===== src/hdl/majority_color_downscaler_defines.svh =====
// Assertion macros for the downscaler, clocked on clk, off while arst_n is low.
`ifndef MAJORITY_COLOR_DOWNSCALER_DEFINES_SVH
`define MAJORITY_COLOR_DOWNSCALER_DEFINES_SVH

// same-cycle implication
`define MCD_ASSERT_NOW(lbl, ante, cons, msg) \
	lbl: assert property (@(posedge clk) disable iff (!arst_n) (ante) |-> (cons)) else $error(msg);

// next-cycle implication
`define MCD_ASSERT_NEXT(lbl, ante, cons, msg) \
	lbl: assert property (@(posedge clk) disable iff (!arst_n) (ante) |=> (cons)) else $error(msg);

`endif


===== src/hdl/mcd_pkg.sv =====
package mcd_pkg;

	localparam int COLOR_W = 4;
	localparam int DIM_W   = 8;
	localparam int ORDER_W = 3;
	localparam int CNT_W   = 9;
	localparam int POS_W   = 8;
	localparam int SLOT_MAX_W = 8;
	localparam int CFG_IDX_W = 2;

	localparam logic [CNT_W-1:0] COUNT_MAX = 9'd511;

	localparam logic [CFG_IDX_W-1:0] REG_IMAGE_WIDTH  = 2'd0;
	localparam logic [CFG_IDX_W-1:0] REG_IMAGE_HEIGHT = 2'd1;
	localparam logic [CFG_IDX_W-1:0] REG_SHRINK_ORDER = 2'd2;

	// one accepted pixel, decoded against the frame counters
	typedef struct packed {
		logic                  inblk;  // inside a full block
		logic                  clear;  // first pixel of this slot in the band
		logic                  first;  // top-left pixel of the block
		logic                  emit;   // bottom-right pixel of the block
		logic                  last;   // final block of the frame
		logic [SLOT_MAX_W-1:0] slot;
		logic [COLOR_W-1:0]    color;
		logic [POS_W-1:0]      pos;
	} item_t;

	typedef struct packed {
		logic [CNT_W-1:0] cnt;
		logic [POS_W-1:0] first;
	} bin_t;

	typedef struct packed {
		logic [COLOR_W-1:0] color;
		logic [CNT_W-1:0]   cnt;
		logic [POS_W-1:0]   first;
	} leader_t;

endpackage


===== src/hdl/mcd_front.sv =====
module mcd_front #(
	parameter int COLUMN_SLOTS = 256,
	parameter int COLORS = 16,
	parameter int MAX_SHIFT = 4
) (
	input  logic                               clk,
	input  logic                               arst_n,
	input  logic                               cfg_wr_en,
	input  logic [mcd_pkg::CFG_IDX_W-1:0]      cfg_index,
	input  logic [mcd_pkg::DIM_W-1:0]          cfg_data,
	input  logic [mcd_pkg::COLOR_W-1:0]        pixel_color,
	input  logic                               fire,
	output mcd_pkg::item_t                     item
);
	localparam int SLOT_W = $clog2(COLUMN_SLOTS);

	logic [mcd_pkg::DIM_W-1:0]   w_q, h_q, x_q, y_q;
	logic [mcd_pkg::ORDER_W-1:0] so_q, k_q;
	logic [SLOT_W-1:0]           slot_q;

	logic [mcd_pkg::DIM_W-1:0]   w_n, h_n, w1, h1, wd, hd, nw, nh;
	logic [mcd_pkg::ORDER_W-1:0] so_n, k_n;
	logic                        restart;
	logic [mcd_pkg::DIM_W-1:0]   edge_m, ox, oy, bx, by;
	logic [mcd_pkg::COLOR_W-1:0] cw;

	// effective order for the registers as they stand after this write
	always_comb begin
		w_n = (cfg_wr_en && cfg_index == mcd_pkg::REG_IMAGE_WIDTH) ? cfg_data : w_q;
		h_n = (cfg_wr_en && cfg_index == mcd_pkg::REG_IMAGE_HEIGHT) ? cfg_data : h_q;
		so_n = (cfg_wr_en && cfg_index == mcd_pkg::REG_SHRINK_ORDER) ?
			cfg_data[mcd_pkg::ORDER_W-1:0] : so_q;
		restart = cfg_wr_en && (cfg_index == mcd_pkg::REG_IMAGE_WIDTH ||
			cfg_index == mcd_pkg::REG_IMAGE_HEIGHT || cfg_index == mcd_pkg::REG_SHRINK_ORDER);
		w1 = (w_n == '0) ? 8'd1 : w_n;
		h1 = (h_n == '0) ? 8'd1 : h_n;
		k_n = (so_n > mcd_pkg::ORDER_W'(MAX_SHIFT)) ? mcd_pkg::ORDER_W'(MAX_SHIFT) : so_n;
		for (int i = 0; i < 4; i++) begin
			if (k_n != '0 && ((w1 >> k_n) == '0 || (h1 >> k_n) == '0))
				k_n = k_n - 3'd1;
		end
	end

	always_comb begin
		wd = (w_q == '0) ? 8'd1 : w_q;
		hd = (h_q == '0) ? 8'd1 : h_q;
		nw = wd >> k_q;
		nh = hd >> k_q;
		edge_m = ~(8'hFF << k_q);
		ox = x_q & edge_m;
		oy = y_q & edge_m;
		bx = x_q >> k_q;
		by = y_q >> k_q;
		cw = pixel_color;
		for (int i = 0; i < 8; i++) begin
			if (5'(cw) >= 5'(COLORS))
				cw = cw - mcd_pkg::COLOR_W'(COLORS);
		end
		item.inblk = (x_q < (nw << k_q)) && (y_q < (nh << k_q));
		item.pos   = (oy << k_q) | ox;
		item.first = (item.pos == '0);
		item.clear = item.first && (9'(bx) < 9'(COLUMN_SLOTS));
		item.emit  = (ox == edge_m) && (oy == edge_m);
		item.last  = (bx == nw - 8'd1) && (by == nh - 8'd1);
		item.slot  = mcd_pkg::SLOT_MAX_W'(slot_q);
		item.color = cw;
	end

	always_ff @(posedge clk or negedge arst_n) begin
		if (!arst_n) begin
			w_q <= 8'd1;
			h_q <= 8'd1;
			so_q <= 3'd1;
			k_q <= '0;
			x_q <= '0;
			y_q <= '0;
			slot_q <= '0;
		end else if (restart) begin
			w_q <= w_n;
			h_q <= h_n;
			so_q <= so_n;
			k_q <= k_n;
			x_q <= '0;
			y_q <= '0;
			slot_q <= '0;
		end else if (fire) begin
			if (9'(x_q) + 9'd1 >= 9'(wd)) begin
				x_q <= '0;
				slot_q <= '0;
				y_q <= (9'(y_q) + 9'd1 >= 9'(hd)) ? '0 : y_q + 8'd1;
			end else begin
				x_q <= x_q + 8'd1;
				// slot follows the column block, wrapping over the slot count
				if (ox == edge_m)
					slot_q <= (slot_q == SLOT_W'(COLUMN_SLOTS - 1)) ? '0 : slot_q + 1'b1;
			end
		end
	end

endmodule


===== config.mk =====
export PLATFORM = sky130hd
export DESIGN_NAME = mcd_front
export DESIGN_NICKNAME = d
export VERILOG_FILES = /design/src/hdl/majority_color_downscaler_defines.svh /design/src/hdl/mcd_pkg.sv /design/src/hdl/mcd_front.sv
export SDC_FILE = /design/constraint.sdc
export NUM_CORES = 1
export LEC_CHECK = 0
export ABC_AREA = 1
export BUFFER_PORTS_ARGS = -buffer_cell sky130_fd_sc_hd__buf_2
export CAP_MARGIN = 20
export CORE_ASPECT_RATIO = 1.2
export CORE_MARGIN = 2
export CORE_UTILIZATION = 45
export CTS_CLUSTER_DIAMETER = 60
export CTS_CLUSTER_SIZE = 8
export DETAILED_ROUTE_END_ITERATION = 8
export PLACE_DENSITY = 0.65
export SLEW_MARGIN = 30
export SYNTH_ARGS = -nofsm -noshare
export SYNTH_HDL_FRONTEND = slang
export SYNTH_SLANG_ARGS = --single-unit

===== constraint.sdc =====
create_clock -name clk -period 4.75 [get_ports clk]
set_clock_uncertainty 0.05 [all_clocks]
set_input_delay 0.95 -clock clk [delete_from_list [all_inputs] [get_ports clk]]
set_output_delay 0.95 -clock clk [all_outputs]
set_load 0.05 [all_outputs]

==> results.py <==
metrics = {
    "status": {
        "outcome": "complete, no violations",
    },
    "cts": {
        "numCtsBuffers": 5,
        "clockBufferDepth": 2,
        "clock_latency_ns": 0.29,
        "cts.clk_slew.worst_paths_ns": 0.07,
        "cts_num_sinks": 46,
        "cts_tree": "yes",
        "htreeDepth": 2,
        "cts_root_buffer": "clkbuf_16",
    },
    "drt": {
        "vias": 6455,
        "wl_per_cell_um": 15.7,
        "viasPerCell": 5.47,
        "postRouteAntennaNets": 0,
        "top_layer": "met4",
        "dr_wl_met3_um": 866,
        "drtIter0Drc": 413,
        "dr_wl_met2_um": 9130,
        "drt-met1-wl_um": 7730,
        "finalWirelength_um": 18600,
        "drc": 0,
        "first_pass_iters": 5,
    },
    "sta": {
        "slew_violations": 0,
        "setup_viol": 0,
        "hold_violations": 0,
        "finalCritPeriodShare_pct": 96.9,
        "rsz0062_at_grt": "true",
        "min_period_ns": 4.60,
        "tightest_slew_ns": 0.618,
        "fmax_mhz": 217,
        "slew_headroom_pct": 58.8,
        "fin_tns_setup_ns": 0,
    },
    "die": {
        "initial_core_util_pct": 45.9,
        "dieArea_sq_um": 13700,
        "die_w_um": 107,
        "coreArea_sq_um": 12600,
        "pin_count": 43,
        "placementRows": 45,
        "die_h_um": 128,
    },
    "pwr": {
        "power_density_nw_per_um2": 450,
        "ir_drop_mv": 0.369,
        "p_leak_uw": 0.00366,
    },
    "critical_path": {
        "cpMaxStageDelayCell": "ha_2",
        "crit_top_cell": "nand2_2",
        "cp-start-kind": "input port",
        "crit_buf_inv": 3,
        "max_stage_delay_ns": 0.31,
        "cp.required_ns": 4.88,
        "path_class": "input port to register",
        "crit_path_end_kind": "register",
        "cp.arrival_ns": 4.74,
        "path_max_fanout": 8,
        "critical_path.top_delay_family": "simple AND/OR/NAND/NOR gates",
    },
    "flow_run": {
        "cap_violations": 0,
    },
    "final_layout": {
        "fin_cells": 1179,
        "area_delta_synth_final_pct": 25.3,
        "fin_nets": 1075,
        "layout_commonest_cell": "nand2_1",
        "drive_gt1_share_pct": 26.3,
        "diodes": 0,
        "final_cell_mix": "192 x nand2_1, 117 x inv_1, 79 x buf_4",
    },
    "synthesis": {
        "async_flop_share_pct": 100,
        "synth_cell_types": 51,
        "synth_edf_count": 0,
        "synthFlopType": "dfrtp_1",
        "synth-seq-cells": 46,
        "avgSynthCellArea_sq_um": 6.29,
        "synth_nets": 977,
        "synth_area_sq_um": 5760,
        "ys_seq_area_share_pct": 20.0,
        "syn_inst": 916,
        "yosys_warnings": 0,
    },
    "min_path": {
        "min_path_type": "register to register",
    },
    "global_route": {
        "grt_pass1_vias": 6249,
        "grt_usage_pct": 26.8,
        "grt_pass1_wl_um": 29500,
        "grt_overflow_total": 0,
        "antenna_found_initial": 0,
        "grt_max_degree": 47,
    },
    "place": {
        "port_buffers": 34,
        "dp_cells": 1163,
        "post-dp-hpwl_um": 14400,
        "place_congestion": 0.956,
    },
}
-- cells by family (layout without fill, tap and decap cells) --
logic type                 count (synthesis)  count (layout)  synth area share, %
xor gates and xnor gates                  35              35                 5.32
buffers and inverters                    174             271                 11.7
AOI/OAI and AO/OA                        183             183                 18.7
muxes                                      1               1                0.174
adders and majority gates                 43              43                 9.34
and+or+nand+nor                          434             436                 34.7
DFF                                       46              46                 20.0
-- timing repair --
action	in CTS	in global routing
hold buffers	0	0
endpoints found under the hold margin	0	0
pin swaps	0	44
gates resized for setup	4	101
cloned	0	2
setup endpoints to repair	2	5
setup buffers	0	6
-- sequential cells by signal, indices dropped and copies added (netlist names) --
signal / count
x_q: 8
h_q: 8
so_q: 3
k_q: 3
y_q: 8
slot_q: 8
w_q: 8
-- tightest hold or removal path, stage by stage, from the launching register on --
cell     delay [ns]
dfrtp_1        0.33
nand2_1        0.06
o21ai_2        0.06
-- where the power goes --
part / switching [uW] / total (uW) / internal, uW / leakage, uW
sequential: 83.0 / 542 / 459 / 0.000572
combinational: 1480 / 2290 / 813 / 0.00300
clock: 161 / 411 / 250 / 0.0000842
total: 1720 / 3250 / 1520 / 0.00366
-- synthesized netlist by cell type (4+ instances only) --
library cell	instances	area share (%)
a21oi_1	41	3.6
buf_4	6	0.78
clkbuf_1	20	1.3
clkinv_1	7	0.46
dfrtp_1	43	19
ha_1	43	9.3
inv_1	126	8.2
inv_2	12	0.78
nand2_1	226	15
nand2_2	26	2.8
nand2_4	9	1.8
nand3_1	59	5.1
nand3_4	4	1.2
nand3b_1	7	0.91
nand4_1	9	0.98
nor2_1	66	4.3
nor3_1	15	1.3
nor4_1	4	0.43
o211ai_1	11	1.4
o21ai_0	80	6.9
o21ai_1	5	0.43
o21ai_2	4	0.61
o221ai_1	6	0.91
o22ai_1	10	1.1
xnor2_1	7	1.1
xor2_1	28	4.3
-- worst paths after layout --
| path | start | to | slack, ns | depth (start not counted) |
|---|---|---|---|---|
| setup / recovery | cfg_index[0] | k_q[2] | 0.15 | 43 |
| hold / removal | so_q[1] | so_q[1] | 0.44 | 2 |
| setup reg to reg | w_q[6] | k_q[2] | 0.61 | 41 |
| hold reg to reg | so_q[1] | so_q[1] | 0.44 | 2 |
| max in group asynchronous | arst_n | k_q[0] | 3.57 | 1 |
| min in group asynchronous | arst_n | x_q[4] | 0.62 | 1 |
-- area by class of cell --
type | count | area [sq um]
well taps | 164 | 205
clock inverters | 3 | 43.8
repair buffers | 118 | 867
inverters | 145 | 549
clock buffers | 5 | 125
multi-input cells | 698 | 4270
fillers | 1241 | 5340
flip-flops and latches | 46 | 1160
-- per-layer routing --
layer / track usage (%) / vias up
li1: - / 3219
met1: 32.8 / 2964
met2: 47.4 / 216
met3: 1.98 / 56
met4: 12.7 / 0
met5: 0 / -
-- through the flow --
stage | power, uW | instance area [sq um] | utilization [%] | worst slack, ns | hold slack, ns
after floorplan | 2060 | 5800 | - | -0.0768 | 0.411
after global placement | 2660 | 6630 | 52.8 | -0.104 | 0.436
after detailed placement | 2670 | 6630 | 52.8 | -0.270 | 0.455
after CTS | 3100 | 6810 | 54.3 | 0.0140 | 0.473
after global routing | 3510 | 7220 | 57.5 | -0.208 | 0.470
final | 3250 | 7220 | 57.5 | 0.145 | 0.440
No activity file was read; power rests on OpenSTA's default activity.
